$ cat src/rtl/ebb_pkg.sv
`timescale 1ns / 1ps
`default_nettype none
package ebb_pkg;
  localparam int COORD_WIDTH_DEF = 32;
  localparam int QUAT_W          = 32;
  localparam int QUAT_FRAC       = 30;
  localparam int ROT_LAT         = 2;
  localparam int SCL_LAT         = 3;
  localparam int CORNER_LAT      = 1;

  // stage control handed down the pipe
  typedef struct packed {
    logic en;
    logic vld;
  } pipe_ctl_t;
endpackage
`default_nettype wire

$ cat src/rtl/ebb_isqrt.sv
`timescale 1ns / 1ps
`default_nettype none
// one root bit per stage, restoring method
module ebb_isqrt
  import ebb_pkg::*;
#(
  parameter int COORD_WIDTH = COORD_WIDTH_DEF
) (
  input  wire                          clk,
  input  wire                          rst_n,
  input  pipe_ctl_t                    ctl_in,
  input  wire  [2*COORD_WIDTH-1:0]     rad,
  output logic                         vld_out,
  output logic [COORD_WIDTH-1:0]       root
);
  localparam int N = COORD_WIDTH;

  logic [N-1:0][N:0]     rem_r;
  logic [N-1:0][N-1:0]   root_r;
  logic [N-1:0][2*N-1:0] rad_r;
  logic [N-1:0]          vld_r;

  genvar s;
  generate
    for (s = 0; s < N; s++) begin : g_stage
      logic [N:0]     rem_in;
      logic [N-1:0]   root_in;
      logic [2*N-1:0] rad_in;
      logic           vld_in;
      logic [N+2:0]   rem_sh;
      logic [N+2:0]   trial;
      logic           ge;
      logic [N+2:0]   rem_sub;

      if (s == 0) begin : g_first
        assign rem_in  = '0;
        assign root_in = '0;
        assign rad_in  = rad;
        assign vld_in  = ctl_in.vld;
      end else begin : g_next
        assign rem_in  = rem_r[s-1];
        assign root_in = root_r[s-1];
        assign rad_in  = rad_r[s-1];
        assign vld_in  = vld_r[s-1];
      end

      assign rem_sh  = {rem_in, rad_in[2*N-1:2*N-2]};
      assign trial   = {1'b0, root_in, 2'b01};
      assign ge      = rem_sh >= trial;
      assign rem_sub = rem_sh - trial;

      always_ff @(posedge clk) begin
        if (!rst_n) begin
          vld_r[s] <= 1'b0;
        end else if (ctl_in.en) begin
          vld_r[s] <= vld_in;
        end
      end

      always_ff @(posedge clk) begin
        if (ctl_in.en) begin
          rem_r[s]  <= ge ? rem_sub[N:0] : rem_sh[N:0];
          root_r[s] <= {root_in[N-2:0], ge};
          rad_r[s]  <= {rad_in[2*N-3:0], 2'b00};
        end
      end
    end
  endgenerate

  assign vld_out = vld_r[N-1];
  assign root    = root_r[N-1];
endmodule
`default_nettype wire

$ cat config.mk
export PLATFORM = sky130hd
export DESIGN_NAME = ebb_isqrt
export DESIGN_NICKNAME = d
export VERILOG_FILES = /design/src/rtl/ebb_pkg.sv /design/src/rtl/ebb_isqrt.sv
export SDC_FILE = /design/constraint.sdc
export NUM_CORES = 2
export LEC_CHECK = 0
export BUFFER_PORTS_ARGS = -buffer_cell sky130_fd_sc_hd__buf_4
export CAP_MARGIN = 20
export CORE_MARGIN = 8
export CORE_UTILIZATION = 45
export DETAILED_ROUTE_END_ITERATION = 8
export GPL_ROUTABILITY_DRIVEN = 0
export PLACE_DENSITY_LB_ADDON = 0.12
export SLEW_MARGIN = 20
export SYNTH_ARGS = -nofsm -noshare
export SYNTH_HDL_FRONTEND = slang
export SYNTH_SLANG_ARGS = --single-unit
$ cat constraint.sdc
create_clock -name clk -period 4 [get_ports clk]
set_input_delay 1.2 -clock clk [delete_from_list [all_inputs] [get_ports clk]]
set_output_delay 1.2 -clock clk [all_outputs]
set_load 0.02 [all_outputs]
== After elaboration in Yosys (flattened, before gate mapping) ==
Index checks and enable logic that the tools add are counted.

* Magnitude comparators: 32
* Multiplexer cells: 31
* Add/subtract/negate cells: 31

{| class="wikitable"
|+ Operators by type and width
! operator !! number
|-
| 33-bit two-way mux || 30
|-
| 35-bit by 10-bit >= comparator with 1-bit output || 1
|-
| 35-bit by 11-bit >= comparator with 1-bit output || 1
|-
| 35-bit by 12-bit >= comparator with 1-bit output || 1
|-
| 35-bit by 13-bit >= comparator with 1-bit output || 1
|-
| 35-bit by 14-bit >= comparator with 1-bit output || 1
|-
| 35-bit by 15-bit >= comparator with 1-bit output || 1
|-
| 35-bit by 16-bit >= comparator with 1-bit output || 1
|-
| 35-bit by 17-bit >= comparator with 1-bit output || 1
|-
| 35-bit by 18-bit >= comparator with 1-bit output || 1
|-
| 35-bit by 19-bit >= comparator with 1-bit output || 1
|-
| 35-bit by 20-bit >= comparator with 1-bit output || 1
|-
| 35-bit by 21-bit >= comparator with 1-bit output || 1
|-
| 35-bit by 22-bit >= comparator with 1-bit output || 1
|-
| 35-bit by 23-bit >= comparator with 1-bit output || 1
|-
| 35-bit by 24-bit >= comparator with 1-bit output || 1
|-
| 35-bit by 25-bit >= comparator with 1-bit output || 1
|-
| 35-bit by 26-bit >= comparator with 1-bit output || 1
|-
| 35-bit by 27-bit >= comparator with 1-bit output || 1
|-
| 35-bit by 28-bit >= comparator with 1-bit output || 1
|-
| 35-bit by 29-bit >= comparator with 1-bit output || 1
|-
| 35-bit by 3-bit >= comparator with 1-bit output || 1
|-
| 35-bit by 30-bit >= comparator with 1-bit output || 1
|-
| 35-bit by 31-bit >= comparator with 1-bit output || 1
|-
| 41 further kinds || 41
|}

* Output and inout port bits: 33
* Bits of input ports: 68
* Logic and storage cells: 221
* Bits in registers: 2545

== Logic depth before layout (Yosys ltp) ==
* Depth after elaboration: 2
* Mapped depth: 16
* Depth with buffers taken out: 13

== Worst setup path after synthesis ==
OpenSTA, ideal clock, no wires.

* Path type: reg-to-reg
* Start: reg rem_r (netlist bit g_stage[24].rem_in[14])
* End: reg rem_r (netlist bit g_stage[25].rem_in[10]), data pin
* Buffers on the path: 2
* Arrival time: 3.322 ns
* Period minus slack after synthesis: 3.582 ns
* Setup time: 0.260 ns
* Setup slack: 0.418 ns
* Stages on the path, launching flop included: 11
* Required time: 3.740 ns
* Cell sequence: edfxtp_1 -> ha_1 -> clkbuf_1 -> a21o_1 -> a221o_1 -> a311o_1 -> o2111ai_1 -> o31ai_1 -> nor4_2 -> clkbuf_1 -> mux2_2

* Longest elaborated chain between the ends: 2

{| class="wikitable"
|+ RTL lines
! what !! RTL line !! text
|-
| start: declaration || ebb_isqrt.sv:18 || <nowiki>logic [N-1:0][N:0] rem_r;</nowiki>
|-
| start signal: indexed assignment || ebb_isqrt.sv:62 || <nowiki>rem_r[s] <= ge ? rem_sub[N:0] : rem_sh[N:0];</nowiki>
|-
| 35-bit by 26-bit >= comparator with 1-bit output || ebb_isqrt.sv:49 || <nowiki>assign ge = rem_sh >= trial;</nowiki>
|-
| 33-bit two-way mux || ebb_isqrt.sv:62 ||
|}

Every way passes these cells.
A chain may end at the register's enable or synchronous reset.

== Final worst setup path ==
* Start: reg rem_r (netlist bit g_stage[24].rem_in[14])
* End: reg rem_r (netlist bit g_stage[25].rem_in[22]), data pin

* Longest elaborated chain between the ends: 2
* Elaborated cells on any way between the ends: 3
* Classes of those cells: add/sub (1); order compare (1); mux (1)

{| class="wikitable"
|+ RTL lines
! what !! RTL line
|-
| 33-bit by 26-bit subtractor with 33-bit output or 35-bit by 26-bit >= comparator with 1-bit output (tied branches) || ebb_isqrt.sv:50, ebb_isqrt.sv:49
|-
| 33-bit two-way mux (*) || ebb_isqrt.sv:62
|}

Every way passes the cells marked *; elsewhere a longest branch is shown, timed or not.

==> out/metrics.csv <==
metric;value;unit
status;completed;
stdcell_area;0.133;mm^2
crit_type;reg -> reg;
syn_to_final_growth;13.3;%
hold_violations;0;
yosys_warnings;0;
seq_area;0.0756;mm^2
powerDensity;577;mW/mm^2
synthTopCellsByArea;edfxtp_1 64%, ha_1 6.0%, xnor2_1 3.2%;
fmax;261;MHz
slew_viol_final;0;
num_vias;71600;
dp_hpwl;180000;um
fp.dieW;528;um
grt_pass1_vias;70200;
worstPathCellList;ha_1 > a21o_1 > a221o_1 > a311o_1 > o2111ai_1 > o31ai_1 > nor4_4 > buf_4 > a21oi_1 > a21oi_1 > o211ai_1;
clkTransAtPathRegs;0.06;ns
antenna_found_initial;3;
yosys-top-cells-count;2495 x edfxtp_1, 713 x inv_1, 652 x nand2_1, 561 x ha_1, 526 x nor2_1;
cp_common_cell;a21oi_1;
avgSynthCellArea;12.8;um^2
top_layer_used;met4;
synthArstFlopShare;0;%
yosysSeqAreaShare;64.2;%
synth-edff-count;2495;
finalSetupTns;0;ns
drt-initial-drc-count;5467;
peakVddDrop;0.000405;V
synth_area;0.118;mm^2
yosysMostFrequentCell;edfxtp_1;
met3_wirelength;10200;um
synth.largest_area_cell;edfxtp_1;
cp-end-kind;register;
ys_ff_latch;2527;
placed_cell_area;0.124;mm^2
cp_max_fo;9;
final.period_utilization;95.9;%
slowest_delay;0.57;ns
grt_pass1_wl;391000;um
track_usage;17.3;%
fin_crit;3.84;ns
final-setup-viol-count;0;
fill_cells;22400;
die-area;0.278;mm^2
nets;10200;
cts_buffer_depth;4;
insertion_delay;0.87;ns
multiInputGateArea;0.0390;mm^2
p_leak;50.8;nW
critPathLaunchType;register;
clock-sinks;2527;
layout-drive-gt1-share;8.64;%
hold_buffers;0;
avgViaCountPerCell;5.39;
die_h;528;um
synth-main-ff-cell;edfxtp_1;
h-tree-depth;5;
wl_per_cell;18.7;um
start_util;45.1;%
portBuffers;100;
ioPinCount;101;
grt_max_degree;145;
postRouteAntennaNets;0;
syn-num-nets;9802;
wl_met2;122000;um
slew_headroom;32.1;%
fin_worst_skew;0.0449;ns
dr.pass1.iters;6;
drc;0;
cts_tree;built;
met1_length;108000;um
cts_root_buf;clkbuf_16;
power;77.0;mW
yosysTopAreaCellShare;63.6;%
grt_overflow;0;
cts_buffers;282;
totalWireLength;248000;um
core.rowCount;188;
hold_path.class;reg -> reg;
core_area;0.261;mm^2
synthCells;9173;
worstMarginPinSlew;0.993;ns
max_cap_viol_count;0;
crit_arrival;4.39;ns
required;4.56;ns
critPathSlowestCell;nor4_4;
yosysUniqueCellTypes;91;
## repair_timing
action / in CTS / in global routing
setup endpoints to repair: 0 / 22
resized for setup: 0 / 3
setup buffers: 0 / 2
hold endpoints to repair: 0 / 0
## critical path: cells and delay by family, from the launching register on
family,cells,cell delay (ns)
flip-flops,1,0.39
buffers and inverters,1,0.26
AND/OR/NAND/NOR,1,0.57
adder cells (fa/ha/maj),1,0.38
AO/OA/AOI/OAI,8,1.96
## report_power, final
part           switching (mW)  total [mW]  internal, mW
Combinational            8.99        15.5          6.50
Clock                    10.3        25.9          15.6
Sequential               2.24        35.6          33.3
## metrics by stage
stage / hold slack (ns) / utilization [%] / setup WS, ns / cells
after global placement: 0.400 / 47.5 / 0.165 / 12800
after CTS: 0.410 / 51.0 / 0.115 / 13300
after floorplan: 0.400 / - / 0.418 / 9173
final: 0.404 / 51.0 / 0.164 / 13300
after detailed placement: 0.405 / 47.5 / 0.135 / 12800
after global routing: 0.409 / 51.0 / -0.00907 / 13300
## per-layer routing
metal / up-vias / GRT usage (%)
met5: - / 0
met4: 0 / 5.36
met3: 472 / 1.98
met2: 1580 / 30.2
met1: 34800 / 22.8
li1: 34800 / -
## layout make-up
cell class / count / area share, %
antenna: 2 / 0.00375
multi-input combinational: 5745 / 29.2
tap: 3515 / 3.30
clock buffer: 341 / 5.58
inverter: 719 / 2.03
timing repair buffer: 280 / 1.90
clock inverter: 162 / 1.35
sequential: 2527 / 56.6
## final timing paths
| kind | start | to | slack [ns] | depth (start not counted) |
|---|---|---|---|---|
| worst max register to register | g_stage[24].rem_in[14]$_DFFE_PP_ | g_stage[25].rem_in[22]$_DFFE_PP_ | 0.16 | 11 |
| worst min register to register | g_stage[10].rad_in[55]$_DFFE_PP_ | g_stage[11].rad_in[57]$_DFFE_PP_ | 0.40 | 0 |
| worst min-delay path | g_stage[10].rad_in[55]$_DFFE_PP_ | g_stage[11].rad_in[57]$_DFFE_PP_ | 0.40 | 0 |
| worst max-delay path | g_stage[24].rem_in[14]$_DFFE_PP_ | g_stage[25].rem_in[22]$_DFFE_PP_ | 0.16 | 11 |
## cell families (layout without fill, tap and decap cells)
| group | count (synthesis) | after routing | synth area share, % |
|---|---|---|---|
| AOI/OAI and AO/OA | 1828 | 1828 | 9.66 |
| xor gates and xnor gates | 791 | 791 | 5.88 |
| adders and majority gates | 561 | 561 | 5.96 |
| buffers and inverters | 901 | 1502 | 2.88 |
| DFF | 2527 | 2527 | 64.2 |
| muxes | 131 | 131 | 1.20 |
| other | 1 | 3 | 0.00318 |
| and+or+nand+nor | 2433 | 2433 | 10.3 |
## cell usage in the layout (no fill, tap or decap), types with 82 or more instances in the layout
master,count
nand2_1,652
buf_4,246
nor2b_1,104
or3_1,82
inv_1,713
nand2b_1,112
o21ai_0,494
a21o_1,232
edfxtp_1,2495
o21a_1,100
nor4_1,118
nand4_1,118
nand3_1,179
xnor2_1,432
a21oi_1,523
xor2_1,359
nor2_1,524
nor3_1,241
clkbuf_16,290
mux2_2,82
ha_1,561
## state kept, by name, summed over array words and instances, names as in the netlist
name and flops:
g_stage.rad_in 992, g_stage.rem_in 975, g_stage.root_in 496, root 32, g_stage.vld_in 31, vld_out 1
(Power assumes the default switching activity.)
