File: src/rtl/ebb_pkg.sv
`timescale 1ns / 1ps
`default_nettype none
package ebb_pkg;
  localparam int COORD_WIDTH_DEF = 32;
  localparam int QUAT_W          = 32;
  localparam int QUAT_FRAC       = 30;
  localparam int ROT_LAT         = 2;
  localparam int SCL_LAT         = 3;
  localparam int CORNER_LAT      = 1;

  // stage control handed down the pipe
  typedef struct packed {
    logic en;
    logic vld;
  } pipe_ctl_t;
endpackage
`default_nettype wire

File: src/rtl/ebb_corner.sv
`timescale 1ns / 1ps
`default_nettype none
module ebb_corner
  import ebb_pkg::*;
#(
  parameter int COORD_WIDTH = COORD_WIDTH_DEF
) (
  input  wire                                  clk,
  input  wire                                  rst_n,
  input  pipe_ctl_t                            ctl_in,
  input  wire  [2:0][COORD_WIDTH-1:0]          centre,
  input  wire  [2:0][COORD_WIDTH-1:0]          delta,
  output logic                                 vld_out,
  output logic [5:0][COORD_WIDTH-1:0]          corners
);
  localparam int XW = COORD_WIDTH + 2;
  localparam logic signed [XW-1:0] HI = (XW'(1) <<< (COORD_WIDTH-1)) - XW'(1);
  localparam logic signed [XW-1:0] LO = -HI - XW'(1);

  logic [5:0][COORD_WIDTH-1:0] box_r;
  logic [5:0][COORD_WIDTH-1:0] box_nxt;
  logic                        vld_r;

  function automatic logic [COORD_WIDTH-1:0] sat(input logic signed [XW-1:0] v);
    if (v > HI) return HI[COORD_WIDTH-1:0];
    if (v < LO) return LO[COORD_WIDTH-1:0];
    return v[COORD_WIDTH-1:0];
  endfunction

  always_comb begin
    for (int i = 0; i < 3; i++) begin
      logic signed [XW-1:0] c;
      logic signed [XW-1:0] d;
      c = {{2{centre[i][COORD_WIDTH-1]}}, centre[i]};
      d = {2'b00, delta[i]};
      box_nxt[i]   = sat(c - d);
      box_nxt[3+i] = sat(c + d);
    end
  end

  always_ff @(posedge clk) begin
    if (!rst_n) begin
      vld_r <= 1'b0;
    end else if (ctl_in.en) begin
      vld_r <= ctl_in.vld;
    end
  end

  always_ff @(posedge clk) begin
    if (ctl_in.en) begin
      box_r <= box_nxt;
    end
  end

  assign vld_out = vld_r;
  assign corners = box_r;
endmodule
`default_nettype wire

File: config.mk
export PLATFORM = sky130hd
export DESIGN_NAME = ebb_corner
export DESIGN_NICKNAME = d
export VERILOG_FILES = /design/src/rtl/ebb_pkg.sv /design/src/rtl/ebb_corner.sv
export SDC_FILE = /design/constraint.sdc
export NUM_CORES = 1
export LEC_CHECK = 0
export BUFFER_PORTS_ARGS = -buffer_cell sky130_fd_sc_hd__buf_2
export CORE_ASPECT_RATIO = 2
export CORE_MARGIN = 2
export CORE_UTILIZATION = 35
export DETAILED_ROUTE_END_ITERATION = 10
export HOLD_SLACK_MARGIN = 0.12
export PLACE_DENSITY = 0.53
export SYNTH_ARGS = -nofsm -noshare
export SYNTH_HDL_FRONTEND = slang
export SYNTH_SLANG_ARGS = --single-unit
File: constraint.sdc
create_clock -name clk -period 4.1 [get_ports clk]
set_input_delay 0.41 -clock clk [delete_from_list [all_inputs] [get_ports clk]]
set_output_delay 0.41 -clock clk [all_outputs]
set_load 0.01 [all_outputs]
# Yosys cells after proc, flatten, opt, wreduce, memory -nomap -nowiden
# Index checks and enable logic that the tools add are counted.
dict set report classes {
  add_sub_neg 6
  n_lt_le_gt_ge 12
  muxes 42
}
# operator n
set op_table {}
lappend op_table {{$mux 32} 24}
lappend op_table {{$gt 34x32->1 const B} 6}
lappend op_table {{$lt 34x32->1 const B} 6}
lappend op_table {{$add 32x33->34} 3}
lappend op_table {{$sub 32x33->34} 3}
lappend op_table {{$mux 1} 18}
dict set report totals {
  reg_bits 193
  input_bits 196
  word_cells 67
}

# Logic depth before layout (Yosys ltp)
# Gate-level depths: netlist of run 1.
dict set report depth {
  depth_word 6
  ltp_mapped 16
  ltp_nobuf 15
}

# Worst setup path before layout of run 1
# Ideal clock, no wire load.
dict set report synth_path {
  kind {in2reg}
  startpoint {input centre[0] in the netlist's numbering}
  endpoint {register box_r (netlist bit corners[117]), data pin}
  setup_time_ps 268
  t_arrival_ps 3470
  t_required_ps 3832
  slack_ps 362
  path_stages 14
  n_path_buf 1
  cell_sequence {ha_1 fa_1 nor2b_2 o311ai_2 a311oi_1 a211o_1 a41o_1 a221oi_4 o31ai_2 a311oi_2 xnor2_1 a21o_1 clkbuf_1 o21ai_1}
}
dict set report synth_between {
  elab_chain_len 6
  word_cells_on_any_way 9
}
# element line
set synth_rtl {}
lappend synth_rtl {{start, declared} ebb_corner.sv:11} ;# input wire [2:0][COORD_WIDTH-1:0] centre,
lappend synth_rtl {{$add 32x33->34 *} ebb_corner.sv:37} ;# box_nxt[3+i] = sat(c + d);
lappend synth_rtl {{$lt 34x32->1} ebb_corner.sv:26} ;# if (v < LO) return LO[COORD_WIDTH-1:0];
lappend synth_rtl {{$mux 1 (2 in series)} ebb_corner.sv:26}
lappend synth_rtl {{$mux 32} ebb_corner.sv:27} ;# return v[COORD_WIDTH-1:0];
lappend synth_rtl {{$mux 32 *} ebb_corner.sv:26}
lappend synth_rtl {{end signal, assigned} ebb_corner.sv:51} ;# box_r <= box_nxt;
lappend synth_rtl {{end, declared} ebb_corner.sv:20} ;# logic [5:0][COORD_WIDTH-1:0] box_r;
# Every way passes the cells marked *; elsewhere a longest branch is shown, timed or not. The select of a mux whose other input is x is not followed.
# A chain may end at the register's enable or synchronous reset.

# Worst setup path in the final report of run 1
dict set report layout_path {
  startpoint {input centre[34] in the netlist's numbering}
  endpoint {register box_r (netlist bit corners[46]), data pin}
}
dict set report layout_between {
  elab_chain_len 6
  word_cells_on_any_way 9
}
# element line
set layout_rtl {}
lappend layout_rtl {{$sub 32x33->34 *} ebb_corner.sv:36} ;# box_nxt[i] = sat(c - d);
lappend layout_rtl {{$lt 34x32->1} ebb_corner.sv:26}
lappend layout_rtl {{$mux 1 (2 in series)} ebb_corner.sv:26}
lappend layout_rtl {{$mux 32} ebb_corner.sv:27}
lappend layout_rtl {{$mux 32 *} ebb_corner.sv:26}
# Marks and branches as above.

==> results of run 1 <==
layout make-up:
class / instances / area, um2
Fill cell: 5014 / 27900
Timing Repair Buffer: 505 / 2930
Inverter: 196 / 736
Multi-Input combinational cell: 1490 / 10400
Antenna cell: 2 / 5.00
Tap cell: 643 / 805
Clock buffer: 17 / 425
Clock inverter: 15 / 199
Sequential cell: 193 / 5790
per-layer routing:
layer | share of wire [%] | GRT usage, %
met1 | 33 | 22.4
met3 | 6.3 | 6.11
met2 | 55 | 47.8
met5 | 0.29 | 0
met4 | 5.3 | 12.6
cells by family after synthesis:
group	share of synthesized area, %
and+or+nand+nor	11.5
adders and majority gates	14.7
buffers and inverters	7.01
AOI/OAI and AO/OA	24.5
muxes	0.595
xor gates and xnor gates	8.54
DFF	33.2
sequential cells by signal, indices dropped and copies added (netlist names):
name	cells
corners	192
vld_out	1
stage by stage:
step,instances,hold slack (ps)
4_1_cts,3059,142
2_1_floorplan,1991,522
3_5_place_dp,3027,514
5_1_grt,3060,155
3_3_place_gp,3027,499
6_report,3061,160
worst paths after layout:
check / depth (start not counted) / slack (ps) / to / startpoint
max: 15 / 150 / corners[46]$_SDFFCE_PN1P_ / centre[34]
min: 2 / 160 / vld_out$_SDFFE_PN0P_ / rst_n
max reg2reg: 2 / 3520 / vld_out$_SDFFE_PN0P_ / vld_out$_SDFFE_PN0P_
min reg2reg: 2 / 520 / vld_out$_SDFFE_PN0P_ / vld_out$_SDFFE_PN0P_
cells in the final DEF (no fill, tap or decap), types with 5 or more instances in the layout:
cell type                   count
sky130_fd_sc_hd__buf_2        387
sky130_fd_sc_hd__xor2_1        26
sky130_fd_sc_hd__o21bai_1      37
sky130_fd_sc_hd__a21oi_1      213
sky130_fd_sc_hd__o21ai_0      193
sky130_fd_sc_hd__nand3_1       31
sky130_fd_sc_hd__clkinv_1       6
sky130_fd_sc_hd__mux2i_1        7
sky130_fd_sc_hd__a21o_1        40
sky130_fd_sc_hd__inv_1        189
sky130_fd_sc_hd__nor2_1       148
sky130_fd_sc_hd__clkbuf_16     17
sky130_fd_sc_hd__xnor2_1      144
sky130_fd_sc_hd__or3_1          5
sky130_fd_sc_hd__o21a_1        19
sky130_fd_sc_hd__a31oi_1       15
sky130_fd_sc_hd__nand4_1        9
sky130_fd_sc_hd__fa_1           6
sky130_fd_sc_hd__a211oi_1      16
sky130_fd_sc_hd__o211ai_1      21
sky130_fd_sc_hd__edfxtp_1     192
sky130_fd_sc_hd__nor2b_1       31
sky130_fd_sc_hd__a21boi_0      15
sky130_fd_sc_hd__nand2b_1      32
sky130_fd_sc_hd__buf_4        109
sky130_fd_sc_hd__buf_12         8
sky130_fd_sc_hd__nor4_1        20
sky130_fd_sc_hd__ha_1         195
sky130_fd_sc_hd__nor3_1        32
sky130_fd_sc_hd__o31ai_1       22
sky130_fd_sc_hd__and3_1         5
sky130_fd_sc_hd__and2_1         7
sky130_fd_sc_hd__nand2_1       73
sky130_fd_sc_hd__or4_1          5
sky130_fd_sc_hd__o21ai_1       33
power by group through the flow:
stage          clock, mW  combinational, mW  sequential [mW]
3_5_place_dp           0               3.12             2.80
3_3_place_gp           0               3.09             2.81
6_report            1.84               3.12             2.76
5_1_grt             1.95               3.42             2.79
2_1_floorplan          0               1.63             2.95
4_1_cts             1.89               3.14             2.76
==> parameters.txt, run 1 <==
Parameter                              Value

Worst setup path
  Slowest stage delay, CP ... 610 ps
  Cell class contributing the biggest share of worst-path delay ... compound AO/OA/AOI/OAI gates
  Worst Path Max Fanout ... 15
  CP Cell Sequence ... buf_2, ha_1, o211ai_1, a21oi_1, o41a_1, a31o_2, a21oi_1, or3_1, nand2_1, a2111oi_1, buf_4, nor3_1, o21ai_1, buf_4, o21ai_0
  Critical-path top delay cell ... sky130_fd_sc_hd__a2111oi_1
  Category of the worst setup path capture point ... flip-flop
  Arrival @ worst endpoint ... 4150 ps
  Category of the critical setup timing path ... in -> reg
  Data required time at the worst endpoint ... 4300 ps
  Crit path buf inv count ... 3
  Crit path launch type ... primary input

Clock tree
  Clock Sink Count ... 193
  Post-CTS setup buffers ... 0
  Clock slew seen by the registers of the worst setup and hold paths ... 80 ps
  CTS resizes ... 0
  Clk Latency, worst-skew pair ... 460 ps
  Hold buffer count at cts ... 0
  Clock root buffer ... sky130_fd_sc_hd__clkbuf_16
  Htree depth ... 4
  Clock tree from TritonCTS ... done
  Clk buf depth ... 2
  TritonCTS buffer count ... 17

Logic synthesis
  Most instantiated library cell after synthesis ... sky130_fd_sc_hd__a21oi_1
  Library cell occupying the most area in the post-synthesis netlist ... sky130_fd_sc_hd__edfxtp_1
  Fraction of the yosys area taken by sequential cells ... 33.2%
  Most numerous cell types in the synthesized netlist ... sky130_fd_sc_hd__a21oi_1, sky130_fd_sc_hd__ha_1, sky130_fd_sc_hd__o21ai_0
  Portion of synthesized cell area occupied by the leading cell type ... 33.1%
  Mean cell area of the mapped netlist ... 8.76 um2
  Share of flip-flops with an asynchronous set or reset ... 0%
  Area of the mapped netlist ... 17400 um2
  Library cells used by synthesis ... 83
  Count of state elements after synthesis ... 193
  Biggest area contributors in the synthesized netlist ... sky130_fd_sc_hd__edfxtp_1, sky130_fd_sc_hd__ha_1, sky130_fd_sc_hd__xnor2_1
  Primary FF master, synth ... sky130_fd_sc_hd__edfxtp_1
  Total nets after synthesis ... 2388
  Count of mapped cells out of synthesis ... 1991
  Number of synthesized flops with an enable pin ... 192
  Warnings from Yosys ... 0

Pwr
  Switching power as a share of total power ... 37.4%
  Sw Pwr ... 2.89 mW
  Total Power ... 7.71 mW
  Clk network pwr share ... 23.8%
  LEAKAGE ... 9.41 nW
  Gate power share ... 40.4%
  Internal portion of total power ... 4.83 mW
  Power density over the cells ... 362 nW/um2
  Worst VDD drop ... 0.237 mV
  Share of total power in sequential cells ... 35.7%

Die
  Die height ... 320 um
  Core footprint ... 49200 um2
  Total Die Area ... 51700 um2
  Number of rows created at floorplan ... 115
  Die Width ... 162 um
  Initial Utilization ... 35.4%
  # IOs ... 389

Timing
  Number of pins exceeding their max-slew limit in the final report ... 0
  Max-slew headroom ... 54.1%
  Worst-case setup margin in the final layout ... 153 ps
  Final hold violation count ... 0
  Final clock period utilization by the worst path ... 96.3%
  RSZ-0062 raised after global routing ... false
  Number of setup violations in the final report ... 0
  Highest achievable clock rate ... 253 MHz
  Tightest Pin Transition ... 689 ps
  Total negative setup slack ... 0 ps
  Max Clock Skew ... 0 ps
  Final worst path period need ... 3950 ps

Layout
  Post-route cell area ... 21300 um2
  Final design utilization ... 43.3%
  Net count of the finished layout ... 2800
  Syn-to-layout area delta ... 22.3%
  Proportion of layout cells with a drive suffix above 1 ... 23.6%

Status
  Status ... finished clean

GRT
  Global-route wire length before repair ... 96.5 mm
  Via count of the first global-routing pass ... 17164
  Global Route Usage Sum ... 24.3%
  Largest net degree at the start of global routing ... 77
  Overall overflow remaining after global route ... 0
  Initial antenna violation count ... 16

Placement
  Half-perimeter wire length after placement ... 52.3 mm
  Instance area at placement ... 20700 um2
  Buffers added on ports ... 388
  Pre-CTS worst setup slack ... -204 ps
  Final weighted congestion in routability-driven placement ... 0.965

Detailed routing
  Antenna Violating Nets Remaining ... 0
  Post-DR wirelength/cell ... 20.7 um
  Total length of routed wires ... 63.5 mm
  Post-route DRC ... 0
  Via count ... 16444
  Initial DRT Pass Iterations ... 8
  Iter 0 DRT Violations ... 1032
  Average vias per placed instance ... 5.37

Flow run
  Number of max-capacitance violations reported ... 0

Hold path
  Min-delay worst type ... in -> reg
(Power assumes the default switching activity.)
==> run 2, diff against run 1 <==
--- a/config.mk
+++ b/config.mk
@@ -6,12 +6,14 @@
 export NUM_CORES = 1
 export LEC_CHECK = 0
 export BUFFER_PORTS_ARGS = -buffer_cell sky130_fd_sc_hd__buf_2
+export CELL_PAD_IN_SITES_DETAIL_PLACEMENT = 0
+export CELL_PAD_IN_SITES_GLOBAL_PLACEMENT = 1
 export CORE_ASPECT_RATIO = 2
 export CORE_MARGIN = 2
 export CORE_UTILIZATION = 35
 export DETAILED_ROUTE_END_ITERATION = 10
 export HOLD_SLACK_MARGIN = 0.12
-export PLACE_DENSITY = 0.53
+export PLACE_DENSITY = 0.68
 export SYNTH_ARGS = -nofsm -noshare
 export SYNTH_HDL_FRONTEND = slang
 export SYNTH_SLANG_ARGS = --single-unit
==> run 2 against run 1 <==
  * Non-clock buffer count grew 39
  * Register-to-register slack is essentially flat
  * Utilization grew 0.51 points
  * Count of clock-buffer cells in the layout grew 2
  * Total power shrank 0.14%
  * Worst setup slack gained 99 ps
  * Sequential power is essentially flat
  * Cell count grew 1.3%
  * Hold slack is essentially flat
  * Critical path depth grew 1
  * Sequential share of layout area shrank 0.31 points
  * Largest cell class unchanged
==> parameters.txt, run 2 (synthesized netlist as in run 1, its figures left out) <==
Parameter                              Value

Layout
  Final design utilization ... 43.9%
  Max FFs per register ... 192
  Area of the multi-input gates ... 10500 um2
  Post-route cell area ... 21600 um2
  Syn-to-layout area delta ... 23.7%
  Commonest cells after routing, fill and taps aside ... sky130_fd_sc_hd__buf_2, sky130_fd_sc_hd__a21oi_1, sky130_fd_sc_hd__ha_1, sky130_fd_sc_hd__o21ai_0, sky130_fd_sc_hd__edfxtp_1
  Proportion of layout cells with a drive suffix above 1 ... 24.8%
  Filler instances ... 5102
  FF/Latch Area ... 5790 um2
  Net count of the finished layout ... 2839
  Commonest non-fill, non-tap cell in the layout ... sky130_fd_sc_hd__buf_2

Clock tree
  Clock tree from TritonCTS ... done
  CTS resizes ... 0
  Clk buf depth ... 2
  Clock slew seen by the registers of the worst setup and hold paths ... 70 ps
  Clock root buffer ... sky130_fd_sc_hd__clkbuf_16
  Htree depth ... 4
  Post-CTS setup buffers ... 0
  TritonCTS buffer count ... 17
  Clock Sink Count ... 193
  Hold buffer count at cts ... 0
  Clk Latency, worst-skew pair ... 460 ps

Detailed routing
  Top layer reached by signal wires ... met5
  Iter 0 DRT Violations ... 1000
  Post-DR wirelength/cell ... 21.8 um
  Antenna Violating Nets Remaining ... 0
  Post-route DRC ... 0
  Via count ... 16491
  Routed wire length on met2 ... 38.6 mm
  WL met1 ... 22.3 mm
  Total length of routed wires ... 67.7 mm
  Sum of met3 wire segment lengths after detailed routing ... 3.35 mm
  Average vias per placed instance ... 5.32
  Initial DRT Pass Iterations ... 6

Die
  Total Die Area ... 51700 um2
  # IOs ... 389
  Die height ... 320 um
  Die Width ... 162 um
  Number of rows created at floorplan ... 115
  Core footprint ... 49200 um2
  Initial Utilization ... 35.4%

Placement
  Buffers added on ports ... 388
  Instance area at placement ... 21000 um2
  Final weighted congestion in routability-driven placement ... 0.992
  Half-perimeter wire length after placement ... 56.1 mm

Hold path
  Worst hold path stage count ... 2
  Min-delay worst type ... in -> reg

Flow run
  Number of max-capacitance violations reported ... 0

Worst setup path
  Critical-path top delay cell ... sky130_fd_sc_hd__or4b_2
  Data required time at the worst endpoint ... 4400 ps
  Category of the worst setup path capture point ... flip-flop
  Cell class contributing the biggest share of worst-path delay ... compound AO/OA/AOI/OAI gates
  Worst Path Max Fanout ... 18
  Stages on worst setup path ... 16
  Slowest stage delay, CP ... 640 ps
  Arrival @ worst endpoint ... 4150 ps
  R2R Setup Slk ... 3510 ps
  Crit path launch type ... primary input
  Number of cells on the worst reg-to-reg path ... 2
  CP Cell Sequence ... buf_2, ha_1, fa_1, nor2b_1, o221ai_1, a211oi_1, buf_4, a311oi_1, a21oi_1, o21ai_0, a21oi_1, or4b_2, a31oi_1, a21oi_2, buf_4, o21ai_0
  Crit path buf inv count ... 3
  Category of the critical setup timing path ... in -> reg

GRT
  Via count of the first global-routing pass ... 17202
  Global Route Usage Sum ... 25.8%
  Overall overflow remaining after global route ... 0
  Initial antenna violation count ... 10
  Global-route wire length before repair ... 100 mm
  Largest net degree at the start of global routing ... 80

Timing
  Total negative setup slack ... 0 ps
  Max Clock Skew ... 0 ps
  RSZ-0062 raised after global routing ... false
  Final worst path period need ... 3850 ps
  Final clock period utilization by the worst path ... 93.9%
  Highest achievable clock rate ... 260 MHz
  Number of setup violations in the final report ... 0
  Max-slew headroom ... 52.5%
  Final hold violation count ... 0
  Number of pins exceeding their max-slew limit in the final report ... 0
  Tightest Pin Transition ... 709 ps

Status
  Status ... finished clean

Pwr
  Power density over the cells ... 357 nW/um2
  Worst VDD drop ... 0.265 mV
  LEAKAGE ... 9.58 nW
==> run 2: worst paths after layout <==
kind                                end                  from
min reg2reg        vld_out$_SDFFE_PN0P_  vld_out$_SDFFE_PN0P_
min                vld_out$_SDFFE_PN0P_                 rst_n
max          corners[137]$_SDFFCE_PN1P_            centre[32]
max reg2reg        vld_out$_SDFFE_PN0P_  vld_out$_SDFFE_PN0P_
==> run 2: area by class of cell <==
class,instances,area share (%)
Timing Repair Buffer,544,15.0
Clock inverter,13,0.574
Inverter,196,3.41
Sequential cell,193,26.8
Tap cell,643,3.73
Antenna cell,2,0.0232
Multi-Input combinational cell,1490,48.5
Clock buffer,19,2.01
==> run 2: through the flow <==
step | setup slack, ps | hold WS [ps] | total power [mW] | instances
CTS | 316 | 135 | 7.77 | 3098
floorplan | 362 | 522 | 4.59 | 1991
global route | 15.1 | 168 | 8.14 | 3099
finish | 251 | 160 | 7.70 | 3100
detailed placement | -169 | 502 | 6.04 | 3066
global placement | -137 | 489 | 6.03 | 3066
==> run 2: report_power, final <==
| group | switching, mW | total (mW) | internal [mW] | leakage [nW] |
|---|---|---|---|---|
| combinational | 1.92 | 3.22 | 1.30 | 7.44 |
| sequential | 0.137 | 2.78 | 2.64 | 1.88 |
| clock | 0.855 | 1.70 | 0.850 | 0.267 |
| total | 2.92 | 7.70 | 4.79 | 9.58 |
==> run 2: metal layers <==
| layer | vias up | GRT usage [%] |
|---|---|---|
| met2 | 514 | 52.4 |
| li1 | 7974 | - |
| met5 | - | 0 |
| met1 | 7849 | 23.5 |
| met3 | 138 | 4.79 |
| met4 | 16 | 13.1 |
==> run 3, diff against run 2 <==
--- a/config.mk
+++ b/config.mk
@@ -14,6 +14,7 @@
 export DETAILED_ROUTE_END_ITERATION = 10
 export HOLD_SLACK_MARGIN = 0.12
 export PLACE_DENSITY = 0.68
+export RECOVER_POWER = 25
 export SYNTH_ARGS = -nofsm -noshare
 export SYNTH_HDL_FRONTEND = slang
 export SYNTH_SLANG_ARGS = --single-unit
==> run 3 against run 2 <==
  * Sequential cell count stayed put
  * Register-to-register slack got worse by 50 ps
  * Largest cell class unchanged
  * Hold slack worse by 1.1 ps
  * The flow now finishes with violations (max-capacitance violations, max-slew violations)
  * Via count barely moved
==> parameters.txt, run 3 (synthesized netlist as in run 1, its figures left out) <==
Parameter                              Value

Pwr
  Worst VDD drop ... 0.266 mV
  LEAKAGE ... 9.58 nW
  Clk network pwr share ... 22.1%
  Internal portion of total power ... 4.79 mW
  Total Power ... 7.71 mW
  Switching power as a share of total power ... 37.9%
  Power density over the cells ... 357 nW/um2
  Gate power share ... 41.8%
  Sw Pwr ... 2.92 mW
  Share of total power in sequential cells ... 36.1%

Worst setup path
  Category of the worst setup path capture point ... flip-flop
  Arrival @ worst endpoint ... 4150 ps
  Reg2reg start ... vld_out$_SDFFE_PN0P_
  Crit path launch type ... primary input
  Number of cells on the worst reg-to-reg path ... 2
  Worst reg2reg path endpoint ... vld_out$_SDFFE_PN0P_
  Launching element of the worst setup path ... centre[32]
  Data required time at the worst endpoint ... 4400 ps
  Worst Path Max Fanout ... 18
  R2R Setup Slk ... 3460 ps
  Category of the critical setup timing path ... in -> reg
  Destination of the critical timing path ... corners[137]$_SDFFCE_PN1P_

GRT
  Global Route Usage Sum ... 25.8%
  Largest net degree at the start of global routing ... 80
  Initial antenna violation count ... 10
  Via count of the first global-routing pass ... 17202
  Overall overflow remaining after global route ... 0
  Global-route wire length before repair ... 100 mm

Detailed routing
  Initial DRT Pass Iterations ... 6
  Post-DR wirelength/cell ... 21.9 um
  Iter 0 DRT Violations ... 994
  Average vias per placed instance ... 5.32
  Total length of routed wires ... 67.7 mm
  Antenna Violating Nets Remaining ... 0
  Via count ... 16494
  Post-route DRC ... 0

Layout
  Commonest cells after routing, fill and taps aside ... sky130_fd_sc_hd__buf_2, sky130_fd_sc_hd__a21oi_1, sky130_fd_sc_hd__ha_1, sky130_fd_sc_hd__o21ai_0, sky130_fd_sc_hd__edfxtp_1
  Proportion of layout cells with a drive suffix above 1 ... 24.7%
  Post-route cell area ... 21600 um2
  Syn-to-layout area delta ... 23.7%
  Filler instances ... 5100
  Net count of the finished layout ... 2839
  Max FFs per register ... 192
  Count of non-filler cells in the finished layout ... 3100
  Commonest non-fill, non-tap cell in the layout ... sky130_fd_sc_hd__buf_2

Clock tree
  Clock root buffer ... sky130_fd_sc_hd__clkbuf_16
  Clk buf depth ... 2
  Clock Sink Count ... 193
  Clk Latency, worst-skew pair ... 460 ps
  Clock tree from TritonCTS ... done
  Htree depth ... 4
  Clock slew seen by the registers of the worst setup and hold paths ... 70 ps
  Hold buffer count at cts ... 0
  TritonCTS buffer count ... 17
  CTS resizes ... 0
  Post-CTS setup buffers ... 0

Placement
  Buffers added on ports ... 388
  Final weighted congestion in routability-driven placement ... 0.992
  Instance area at placement ... 21000 um2
  Half-perimeter wire length after placement ... 56.1 mm
  DP Cell Count ... 3066

Die
  Initial Utilization ... 35.4%
  Die height ... 320 um
  Core footprint ... 49200 um2
  Number of rows created at floorplan ... 115
  Total Die Area ... 51700 um2
  Die Width ... 162 um
  # IOs ... 389

Flow run
  Number of max-capacitance violations reported ... 1

Timing
  Number of pins exceeding their max-slew limit in the final report ... 61
  Max-slew headroom ... -126%
  Number of setup violations in the final report ... 0
  RSZ-0062 raised after global routing ... false
  Final worst path period need ... 3850 ps
  Max Clock Skew ... 0 ps
  Min Hold Slack ... 159 ps
  Tightest Pin Transition ... 3390 ps
  Final hold violation count ... 0
  Highest achievable clock rate ... 260 MHz
  Final clock period utilization by the worst path ... 93.8%

Status
  Status ... finished, violations left
  Failing checks ... max-capacitance violations, max-slew violations

Hold path
  Min-delay worst type ... in -> reg
-- run 3: changes by cell type in the layout (fill, tap and decap cells not counted) --
cell                             change
sky130_fd_sc_hd__clkbuf_8            -1
sky130_fd_sc_hd__clkbuf_2            +2
sky130_fd_sc_hd__dlymetal6s4s_1      +1
sky130_fd_sc_hd__buf_4               -2
-- run 3: final cells by class --
type	count	area, um2	share of cell area (%)
multi-input combinational	1490	10500	48.5
sequential	193	5790	26.8
timing repair buffer	544	3230	15.0
tap	643	805	3.73
inverter	196	736	3.41
clock buffer	19	433	2.01
clock inverter	13	124	0.574
antenna	2	5.00	0.0232
-- run 3: per-layer routing --
layer,vias to the layer above,track usage (%),routed length (um),part of all wire (%)
met1,7843,23.5,22300,33
li1,7976,-,-,-
met5,-,0,100,0.15
met4,16,13.1,3390,5.0
met2,523,52.4,38600,57
met3,136,4.79,3370,5.0
-- run 3: power by group through the flow --
stage               Clock [mW]  Combinational, mW  Sequential, mW
floorplan                    0               1.63            2.95
global placement             0               3.20            2.83
detailed placement           0               3.21            2.82
CTS                       1.75               3.23            2.79
global route              1.81               3.52            2.81
finish                    1.71               3.22            2.78
-- run 3: through the flow --
| stage | setup slack (ps) | setup TNS, ps | utilization (%) |
|---|---|---|---|
| after floorplan | 362 | 0 | - |
| after global placement | -137 | -4970 | 42.7 |
| after detailed placement | -169 | -8270 | 42.7 |
| after CTS | 316 | 0 | 43.8 |
| after global routing | 15.1 | 0 | 43.8 |
| final | 254 | 0 | 43.8 |
-- run 3: worst max-delay path, cell delays in order --
cell and delay [ps]:
sky130_fd_sc_hd__buf_2 110, sky130_fd_sc_hd__ha_1 230, sky130_fd_sc_hd__fa_1 400, sky130_fd_sc_hd__nor2b_1 160, sky130_fd_sc_hd__o221ai_1 310, sky130_fd_sc_hd__a211oi_1 140
sky130_fd_sc_hd__buf_4 170, sky130_fd_sc_hd__a311oi_1 350, sky130_fd_sc_hd__a21oi_1 170, sky130_fd_sc_hd__o21ai_0 190, sky130_fd_sc_hd__a21oi_1 110, sky130_fd_sc_hd__or4b_2 640
sky130_fd_sc_hd__a31oi_1 250, sky130_fd_sc_hd__a21oi_2 160, sky130_fd_sc_hd__buf_4 250, sky130_fd_sc_hd__o21ai_0 100
-- run 3: how the worst min path moves through the flow --
stage	to	from	cells past startpoint
after floorplan	corners[0]$_SDFFCE_PN1P_	ctl_in[1]	0
after global placement	vld_out$_SDFFE_PN0P_	vld_out$_SDFFE_PN0P_	2
after detailed placement	vld_out$_SDFFE_PN0P_	vld_out$_SDFFE_PN0P_	2
after CTS	vld_out$_SDFFE_PN0P_	rst_n	2
after global routing	vld_out$_SDFFE_PN0P_	rst_n	2
final	vld_out$_SDFFE_PN0P_	rst_n	2
